$ cat src/hdl/tks_pkg.sv
// Package for the top-k score selector: beat types, queue entry type and
// fixed widths shared by the front, queue, back and top level.
// No dependencies.
`timescale 1ns / 1ps
`default_nettype none
package tks_pkg;

    localparam int SCORE_W = 32;
    localparam int INDEX_W = 10;
    localparam int NTOP_W  = 3;
    localparam int QDEPTH  = 4;

    typedef struct packed {
        logic signed [SCORE_W-1:0] score;
        logic                      end_of_vector;
    } t_in;

    typedef struct packed {
        logic [INDEX_W-1:0]        rank_index;
        logic signed [SCORE_W-1:0] rank_score;
        logic                      final_rank;
    } t_out;

    // one classified beat on its way from front to back
    typedef struct packed {
        logic signed [SCORE_W-1:0] score;
        logic [INDEX_W-1:0]        index;
        logic                      take;
        logic                      last;
    } t_job;

    typedef struct packed {
        logic empty;
        logic full;
    } t_q_stat;

endpackage
`default_nettype wire

$ cat src/hdl/top_k_score_selector.sv
// Top level of the top-k score selector: configuration register, front,
// job queue and back. Depends on tks_pkg, tks_front, tks_queue, tks_back.
// Once the queue ahead of it is drained, the end-of-vector beat passes a queue
// entry, the back's emit phase and the result register before the first rank.
// One beat a cycle mid-vector while busy is low; each end of vector takes the
// back off the queue while it emits its ranks. The 4-entry queue soaks this up
// only while it has room, then busy holds the sender off. busy rises only while
// the queue is full. Results cannot be stalled. Reset (synchronous, active low)
// empties the queue and held list, n_top = 5.
`timescale 1ns / 1ps
`default_nettype none
module top_k_score_selector #(
    parameter int TOP_MAX   = 5,
    parameter int MAX_ITEMS = 1024
) (
    input  wire logic                      i_clk,
    input  wire logic                      i_rst_n,
    input  wire logic                      start,
    output logic                           busy,
    input  wire tks_pkg::t_in              i_in,
    input  wire logic                      i_cfg_we,
    input  wire logic [tks_pkg::NTOP_W-1:0] i_cfg_wdata,
    output logic                           o_strobe,
    output tks_pkg::t_out                  o_result
);
    import tks_pkg::*;

    localparam logic [NTOP_W-1:0] NTOP_RESET = NTOP_W'(5);

    logic [NTOP_W-1:0] r_n_top;
    logic              accept;
    logic              push;
    logic              pop;
    t_job              job;
    t_job              head;
    t_q_stat           q_stat;

    // hold n_top; it is only read when an end-of-vector job is taken
    always_ff @(posedge i_clk) begin
        if (!i_rst_n) begin
            r_n_top <= NTOP_RESET;
        end else if (i_cfg_we) begin
            r_n_top <= i_cfg_wdata;
        end
    end

    // take a beat whenever the queue has room
    assign busy   = q_stat.full;
    assign accept = start && !busy;

    tks_front #(
        .MAX_ITEMS (MAX_ITEMS)
    ) u_front (
        .i_clk    (i_clk),
        .i_rst_n  (i_rst_n),
        .i_accept (accept),
        .i_in     (i_in),
        .o_job    (job),
        .o_push   (push)
    );

    tks_queue u_queue (
        .i_clk   (i_clk),
        .i_rst_n (i_rst_n),
        .i_push  (push),
        .i_job   (job),
        .i_pop   (pop),
        .o_head  (head),
        .o_stat  (q_stat)
    );

    tks_back #(
        .TOP_MAX (TOP_MAX)
    ) u_back (
        .i_clk    (i_clk),
        .i_rst_n  (i_rst_n),
        .i_n_top  (r_n_top),
        .i_head   (head),
        .i_stat   (q_stat),
        .o_pop    (pop),
        .o_strobe (o_strobe),
        .o_result (o_result)
    );

    a_busy_full: assert property (@(posedge i_clk) disable iff (!i_rst_n)
        (busy && !pop) |=> busy) else $error("busy dropped without a pop");
    a_push_room: assert property (@(posedge i_clk) disable iff (!i_rst_n)
        push |-> accept) else $error("job pushed without accepted beat");
    a_final_strobe: assert property (@(posedge i_clk) disable iff (!i_rst_n)
        (o_strobe && o_result.final_rank) |=> !o_strobe)
        else $error("rank after final rank");

endmodule
`default_nettype wire

$ cat src/hdl/tks_front.sv
// Front of the top-k score selector: accepts beats, counts positions and
// classifies each beat into a queue job. Depends on tks_pkg.
`timescale 1ns / 1ps
`default_nettype none
module tks_front #(
    parameter int MAX_ITEMS = 1024
) (
    input  wire logic            i_clk,
    input  wire logic            i_rst_n,
    input  wire logic            i_accept,
    input  wire tks_pkg::t_in    i_in,
    output tks_pkg::t_job        o_job,
    output logic                 o_push
);
    import tks_pkg::*;

    localparam int POS_W = $clog2(MAX_ITEMS + 1);

    logic [POS_W-1:0]         r_pos;
    logic [POS_W-1:0]         n_pos;
    logic                     take;
    logic [POS_W+INDEX_W-1:0] pos_ext;

    assign take    = (r_pos < POS_W'(MAX_ITEMS));
    assign pos_ext = {{INDEX_W{1'b0}}, r_pos};

    always_comb begin
        o_job.score = i_in.score;
        o_job.index = pos_ext[INDEX_W-1:0];
        o_job.take  = take;
        o_job.last  = i_in.end_of_vector;
        // drop beats past the limit unless they close the vector
        o_push      = i_accept && (take || i_in.end_of_vector);
    end

    always_comb begin
        n_pos = r_pos;
        if (i_accept) begin
            if (i_in.end_of_vector) begin
                n_pos = '0;
            end else if (take) begin
                n_pos = r_pos + POS_W'(1);
            end
        end
    end

    always_ff @(posedge i_clk) begin
        if (!i_rst_n) begin
            r_pos <= '0;
        end else begin
            r_pos <= n_pos;
        end
    end

    a_pos_bound: assert property (@(posedge i_clk) disable iff (!i_rst_n)
        r_pos <= POS_W'(MAX_ITEMS)) else $error("position beyond limit");
    a_pos_restart: assert property (@(posedge i_clk) disable iff (!i_rst_n)
        (i_accept && i_in.end_of_vector) |=> (r_pos == '0))
        else $error("position not restarted after end of vector");
    a_push_tag: assert property (@(posedge i_clk) disable iff (!i_rst_n)
        (o_push && !o_job.take) |-> o_job.last)
        else $error("untaken beat pushed without end mark");

endmodule
`default_nettype wire

$ cat src/hdl/tks_queue.sv
// Short job queue between front and back of the top-k score selector.
// Register file with head read ahead. Depends on tks_pkg.
`timescale 1ns / 1ps
`default_nettype none
module tks_queue (
    input  wire logic            i_clk,
    input  wire logic            i_rst_n,
    input  wire logic            i_push,
    input  wire tks_pkg::t_job   i_job,
    input  wire logic            i_pop,
    output tks_pkg::t_job        o_head,
    output tks_pkg::t_q_stat     o_stat
);
    import tks_pkg::*;

    localparam int PTR_W = $clog2(QDEPTH);
    localparam int CNT_W = $clog2(QDEPTH + 1);

    t_job             r_mem [QDEPTH];
    logic [PTR_W-1:0] r_wr;
    logic [PTR_W-1:0] r_rd;
    logic [CNT_W-1:0] r_cnt;
    logic [PTR_W-1:0] n_wr;
    logic [PTR_W-1:0] n_rd;
    logic [CNT_W-1:0] n_cnt;

    assign o_head       = r_mem[r_rd];
    assign o_stat.empty = (r_cnt == '0);
    assign o_stat.full  = (r_cnt == CNT_W'(QDEPTH));

    always_comb begin
        n_wr  = i_push ? ((r_wr == PTR_W'(QDEPTH - 1)) ? '0 : r_wr + PTR_W'(1)) : r_wr;
        n_rd  = i_pop  ? ((r_rd == PTR_W'(QDEPTH - 1)) ? '0 : r_rd + PTR_W'(1)) : r_rd;
        n_cnt = r_cnt;
        if (i_push && !i_pop) begin
            n_cnt = r_cnt + CNT_W'(1);
        end else if (i_pop && !i_push) begin
            n_cnt = r_cnt - CNT_W'(1);
        end
    end

    always_ff @(posedge i_clk) begin
        if (i_push) begin
            r_mem[r_wr] <= i_job;
        end
    end

    always_ff @(posedge i_clk) begin
        if (!i_rst_n) begin
            r_wr  <= '0;
            r_rd  <= '0;
            r_cnt <= '0;
        end else begin
            r_wr  <= n_wr;
            r_rd  <= n_rd;
            r_cnt <= n_cnt;
        end
    end

    a_no_overflow: assert property (@(posedge i_clk) disable iff (!i_rst_n)
        !(i_push && o_stat.full)) else $error("push into full queue");
    a_no_underflow: assert property (@(posedge i_clk) disable iff (!i_rst_n)
        !(i_pop && o_stat.empty)) else $error("pop from empty queue");
    a_cnt_bound: assert property (@(posedge i_clk) disable iff (!i_rst_n)
        r_cnt <= CNT_W'(QDEPTH)) else $error("queue count out of range");

endmodule
`default_nettype wire

$ cat src/hdl/tks_back.sv
// Back of the top-k score selector: sorted insertion into the held list,
// one job a cycle outside emission, then emission of the ranks. Depends on tks_pkg.
`timescale 1ns / 1ps
`default_nettype none
module tks_back #(
    parameter int TOP_MAX = 5
) (
    input  wire logic                      i_clk,
    input  wire logic                      i_rst_n,
    input  wire logic [tks_pkg::NTOP_W-1:0] i_n_top,
    input  wire tks_pkg::t_job             i_head,
    input  wire tks_pkg::t_q_stat          i_stat,
    output logic                           o_pop,
    output logic                           o_strobe,
    output tks_pkg::t_out                  o_result
);
    import tks_pkg::*;

    localparam int CNT_W = $clog2(TOP_MAX + 1);
    localparam int CMP_W = CNT_W + NTOP_W;

    localparam logic PH_TAKE = 1'b0;
    localparam logic PH_EMIT = 1'b1;

    logic                      r_phase;
    logic                      n_phase;
    logic signed [SCORE_W-1:0] r_score [TOP_MAX];
    logic [INDEX_W-1:0]        r_index [TOP_MAX];
    logic signed [SCORE_W-1:0] n_score [TOP_MAX];
    logic [INDEX_W-1:0]        n_index [TOP_MAX];
    logic [CNT_W-1:0]          r_fill;
    logic [CNT_W-1:0]          n_fill;
    logic [CNT_W-1:0]          r_left;
    logic [CNT_W-1:0]          n_left;
    logic                      r_strobe;
    logic                      n_strobe;
    t_out                      r_out;
    t_out                      n_out;
    logic [TOP_MAX-1:0]        ge;
    logic [TOP_MAX-1:0][SCORE_W-1:0] ins_score;
    logic [TOP_MAX-1:0][INDEX_W-1:0] ins_index;
    logic [CNT_W-1:0]          fill_ins;
    logic [CMP_W-1:0]          k_ext;
    logic [CMP_W-1:0]          fill_ext;
    logic [CMP_W-1:0]          n_ext;

    // sorted insertion: held entries >= new score stay, the first other slot
    // takes the new score, the rest shift down by one
    always_comb begin
        for (int j = 0; j < TOP_MAX; j++) begin
            ge[j] = (CNT_W'(j) < r_fill) && (r_score[j] >= i_head.score);
        end
        ins_score[0] = ge[0] ? r_score[0] : i_head.score;
        ins_index[0] = ge[0] ? r_index[0] : i_head.index;
        for (int j = 1; j < TOP_MAX; j++) begin
            if (ge[j]) begin
                ins_score[j] = r_score[j];
                ins_index[j] = r_index[j];
            end else if (ge[j-1]) begin
                ins_score[j] = i_head.score;
                ins_index[j] = i_head.index;
            end else begin
                ins_score[j] = r_score[j-1];
                ins_index[j] = r_index[j-1];
            end
        end
        fill_ins = (i_head.take && r_fill < CNT_W'(TOP_MAX)) ? r_fill + CNT_W'(1) : r_fill;
    end

    // ranks to report: n_top clamped to 1..TOP_MAX, then to the fill
    always_comb begin
        k_ext    = (i_n_top == '0) ? CMP_W'(1) : CMP_W'(i_n_top);
        k_ext    = (k_ext > CMP_W'(TOP_MAX)) ? CMP_W'(TOP_MAX) : k_ext;
        fill_ext = CMP_W'(fill_ins);
        n_ext    = (k_ext < fill_ext) ? k_ext : fill_ext;
    end

    always_comb begin
        n_phase  = r_phase;
        n_fill   = r_fill;
        n_left   = r_left;
        n_strobe = 1'b0;
        n_out    = r_out;
        o_pop    = 1'b0;
        for (int j = 0; j < TOP_MAX; j++) begin
            n_score[j] = r_score[j];
            n_index[j] = r_index[j];
        end
        unique case (r_phase)
            PH_TAKE: begin
                if (!i_stat.empty) begin
                    o_pop = 1'b1;
                    if (i_head.take) begin
                        for (int j = 0; j < TOP_MAX; j++) begin
                            n_score[j] = ins_score[j];
                            n_index[j] = ins_index[j];
                        end
                    end
                    n_fill = fill_ins;
                    if (i_head.last) begin
                        if (n_ext == '0) begin
                            n_fill = '0;
                        end else begin
                            n_left  = n_ext[CNT_W-1:0];
                            n_phase = PH_EMIT;
                        end
                    end
                end
            end
            PH_EMIT: begin
                // emit the head entry and shift the list up
                n_strobe         = 1'b1;
                n_out.rank_index = r_index[0];
                n_out.rank_score = r_score[0];
                n_out.final_rank = (r_left == CNT_W'(1));
                for (int j = 0; j < TOP_MAX - 1; j++) begin
                    n_score[j] = r_score[j+1];
                    n_index[j] = r_index[j+1];
                end
                n_left = r_left - CNT_W'(1);
                if (r_left == CNT_W'(1)) begin
                    n_fill  = '0;
                    n_phase = PH_TAKE;
                end
            end
            default: begin
                n_phase = PH_TAKE;
            end
        endcase
    end

    always_ff @(posedge i_clk) begin
        for (int j = 0; j < TOP_MAX; j++) begin
            r_score[j] <= n_score[j];
            r_index[j] <= n_index[j];
        end
        r_out <= n_out;
    end

    always_ff @(posedge i_clk) begin
        if (!i_rst_n) begin
            r_phase  <= PH_TAKE;
            r_fill   <= '0;
            r_left   <= '0;
            r_strobe <= 1'b0;
        end else begin
            r_phase  <= n_phase;
            r_fill   <= n_fill;
            r_left   <= n_left;
            r_strobe <= n_strobe;
        end
    end

    assign o_strobe = r_strobe;
    assign o_result = r_out;

    a_fill_bound: assert property (@(posedge i_clk) disable iff (!i_rst_n)
        r_fill <= CNT_W'(TOP_MAX)) else $error("fill count out of range");
    a_emit_left: assert property (@(posedge i_clk) disable iff (!i_rst_n)
        (r_phase == PH_EMIT) |-> (r_left != '0 && r_left <= r_fill))
        else $error("emission count inconsistent with fill");
    a_final_gap: assert property (@(posedge i_clk) disable iff (!i_rst_n)
        (r_strobe && r_out.final_rank) |=> !r_strobe)
        else $error("rank emitted after final rank");
    a_no_pop_emit: assert property (@(posedge i_clk) disable iff (!i_rst_n)
        (r_phase == PH_EMIT) |-> !o_pop) else $error("queue popped while emitting");

endmodule
`default_nettype wire
$ cat config.mk
export PLATFORM = sky130hd
export DESIGN_NAME = top_k_score_selector
export DESIGN_NICKNAME = d
export VERILOG_FILES = /design/src/hdl/tks_pkg.sv /design/src/hdl/top_k_score_selector.sv /design/src/hdl/tks_front.sv /design/src/hdl/tks_queue.sv /design/src/hdl/tks_back.sv
export SDC_FILE = /design/constraint.sdc
export NUM_CORES = 1
export LEC_CHECK = 0
export BUFFER_PORTS_ARGS = -buffer_cell sky130_fd_sc_hd__buf_2
export CAP_MARGIN = 20
export CELL_PAD_IN_SITES_DETAIL_PLACEMENT = 0
export CELL_PAD_IN_SITES_GLOBAL_PLACEMENT = 1
export CORE_MARGIN = 1.5
export CORE_UTILIZATION = 54
export CTS_BUF_LIST = sky130_fd_sc_hd__clkbuf_8
export DETAILED_ROUTE_END_ITERATION = 16
export PLACE_DENSITY_LB_ADDON = 0.05
export SKIP_CTS_REPAIR_TIMING = 1
export SLEW_MARGIN = 20
export SYNTH_ARGS = -nofsm -noshare
export SYNTH_HDL_FRONTEND = slang
export SYNTH_HIERARCHICAL = 1
export SYNTH_SLANG_ARGS = --single-unit
$ cat constraint.sdc
create_clock -name i_clk -period 5.78 [get_ports i_clk]
set_input_delay 0.578 -clock i_clk [delete_from_list [all_inputs] [get_ports i_clk]]
set_output_delay 0.578 -clock i_clk [all_outputs]
set_load 0.02 [all_outputs]
==> impl_metrics.py <==
metrics = {
    "setup_path": {
        "worstRegToRegCells": 13,
        "setup.worst_path.start_class": "flop",
        "critical_path.max_stage_delay_ps": 640,
        "crit_chain": "buf_12 -> mux4_2 -> inv_1 -> ha_1 -> a21oi_1 -> o21ai_0 -> a221oi_1 -> o211ai_1 -> xor2_1 -> a2bb2oi_4 -> buf_4 -> mux2i_1 -> o22ai_1",
        "critPathKind": "flop to flop",
        "worstSetupEndpointType": "flop",
        "r2r_end": "u_back/r_score[0][73]",
        "worstPathArrival_ps": 5170,
        "cp_max_fo": 25,
        "crit_required_ps": 6130,
        "slowest_stage": "dfxtp_2",
        "rrSetupSlack_ps": 960,
    },
    "synth": {
        "async_flop_share": 0,
        "synth.most_common_cell": "edfxtp_1",
        "synth_common_cells": "429 x edfxtp_1, 172 x ha_1, 164 x nand2_1, 117 x nand3_1, 94 x inv_1",
        "synth_top_area_frac": 0.527,
        "yosysUniqueCellTypes": 72,
        "avgSynthCellArea_sq_um": 12.6,
        "synth_edf_count": 429,
        "synth-seq-area-share": 0.553,
        "yosysTopAreaCell": "edfxtp_1",
        "syn_inst": 1944,
        "syn-cell-area_sq_mm": 0.0244,
        "netlist_top_cells_area": "edfxtp_1 53%, ha_1 8.8%, mux4_2 3.7%, mux2i_1 2.9%, dfxtp_1 2.5%",
        "synth_seq_cells": 460,
        "ys.flop_type": "edfxtp_1",
        "yosys_warnings": 6,
        "synth_nets": 2157,
    },
    "placed_design": {
        "hpwl_microns": 40000,
        "place.gp.congestion": 0.890,
        "io_buffers": 84,
    },
    "finish": {
        "final_core_util": 0.595,
        "finalNetCount": 2191,
        "insertedDiodeCount": 0,
        "area_growth_syn_to_layout_pct": 8.14,
        "drive_gt1_frac": 0.149,
    },
    "sta": {
        "max_freq_mhz": 207,
        "worstMarginPinSlew_ps": 890,
        "slew_violations": 0,
        "fin_skew_ps": 33.4,
        "min_period_over_period": 0.834,
        "fin_crit_ps": 4820,
        "slew_headroom": 0.407,
        "setup_viol": 0,
        "hold_violations": 0,
        "finalSetupTns_ps": 0,
        "rsz0062_at_grt": "no",
    },
    "die": {
        "core_sq_mm": 0.0444,
        "die_area_sq_mm": 0.0465,
        "initial_core_util": 0.550,
        "io_pins": 85,
        "row_count": 77,
        "die_h_microns": 216,
        "dieWidth_microns": 216,
    },
    "outcome": {
        "outcome": "complete, no violations",
    },
    "global_route": {
        "top_usage_layer": "met1",
        "grtUsageMet1": 0.403,
        "grt_pass1_vias": 16200,
        "grt_pass1_wl_microns": 96600,
        "antenna_found_initial": 0,
        "overflow": 0,
        "grt_util_all_layers": 0.272,
        "grt_max_degree": 87,
        "use_met3": 0.0564,
        "met2_usage": 0.401,
    },
    "min_path": {
        "worstHoldPathType": "input port to flop",
        "holdPathEnd": "u_queue/r_mem[2][32]",
        "hold_depth": 1,
        "worstHoldStart": "i_in[21]",
    },
    "drt": {
        "viasPerCell": 6.35,
        "wl_per_cell_microns": 23.9,
        "postRouteAntennaNets": 0,
        "finalWirelength_microns": 63000,
        "vias": 16700,
        "drc_errors": 0,
        "first_iter_violations": 1670,
        "firstDrtPassIters": 6,
    },
    "clocking": {
        "cts_tree": "yes",
        "root_buffer": "clkbuf_8",
        "htreeDepth": 3,
        "insertion_delay_ps": 670,
        "clock-sinks": 460,
        "clkTransAtPathRegs_ps": 60,
        "cts_buffer_depth": 3,
        "cts_made_buffers": 78,
    },
    "job": {
        "drv_cap": 0,
    },
}
==> flip-flops by register name (all words and copies together) (netlist names), named ones only <==
| name | count |
|---|---|
| u_queue/r_cnt | 3 |
| u_back/r_fill | 3 |
| r_n_top | 3 |
| u_front/r_pos | 11 |
| u_queue/r_rd | 2 |
| u_back/o_strobe | 1 |
| u_queue/r_wr | 2 |
| u_back/r_left | 3 |
| u_back/o_result | 43 |
| u_queue/r_mem | 176 |
| u_back/r_phase | 1 |
| u_back/r_index | 50 |
| u_back/r_score | 160 |
==> metal layers <==
layer	part of all wire	up-vias
met5	0	-
met4	0.019	0
met3	0.087	83
met2	0.45	747
met1	0.45	8265
li1	-	7621
==> worst max-delay path: cells and delay by family (launching register included) <==
family          cells  cell delay, ps
compound gates      6            1350
buf+inv             3            1050
mux                 2             870
flops               1             640
fa+ha+maj           1             310
xor+xnor            1             250
==> stage by stage <==
stage / cell area [sq um] / setup WS, ps / instances / hold slack [ps]
final: 26400 / 960 / 2631 / 134
after global routing: 26400 / 646 / 2631 / 107
after CTS: 26400 / 990 / 2630 / 81.7
after detailed placement: 25000 / 1030 / 2489 / 460
after global placement: 25000 / 1090 / 2489 / 468
after floorplan: 24400 / 644 / 1944 / 426
==> placed cells by master (no fill, tap or decap), types with 27 or more instances in the layout <==
cell type,count
nand2b_1,47
a21oi_1,59
o22ai_1,85
edfxtp_1,429
a41oi_1,43
buf_2,84
mux4_2,40
o21ai_1,62
o21ai_0,58
inv_1,118
ha_1,171
nand2_1,160
nor2_1,32
mux2i_1,70
o311ai_1,34
nand3_1,117
clkbuf_8,78
nand4_1,34
dfxtp_1,27
==> worst max-delay path by stage <==
stage | to | depth (start not counted) | start | slack (ps)
6_report | u_back/r_score[0][73] | 13 | flop | 960
3_5_place_dp | u_back/r_score[0][73] | 13 | flop | 1030
2_1_floorplan | u_back/r_index[0][40] | 13 | flop | 640
5_1_grt | u_back/r_score[0][73] | 13 | flop | 650
3_3_place_gp | u_back/r_score[0][73] | 13 | flop | 1090
4_1_cts | u_back/r_score[0][73] | 13 | flop | 990
==> area by class of cell <==
cell class                      count  area (sq um)
Fill cell                        3615         18000
Sequential cell                   460         13500
Multi-Input combinational cell   1224          9610
Clock buffer                       78          1070
Timing Repair Buffer              119           816
Tap cell                          592           741
Inverter                           95           357
Clock inverter                     63           313
==> logic make-up (layout without fill, tap and decap cells) <==
family,count (synthesis),count (layout),synth area share
compound gates,465,465,0.134
xor+xnor,14,14,0.00502
fa+ha+maj,173,173,0.0889
buf+inv,260,355,0.0574
flops,460,460,0.553
mux,115,115,0.0703
simple gates,457,457,0.0921
Power is not shown: default switching activity piles up to over one toggle a cycle in this logic, so the estimate is an artifact.
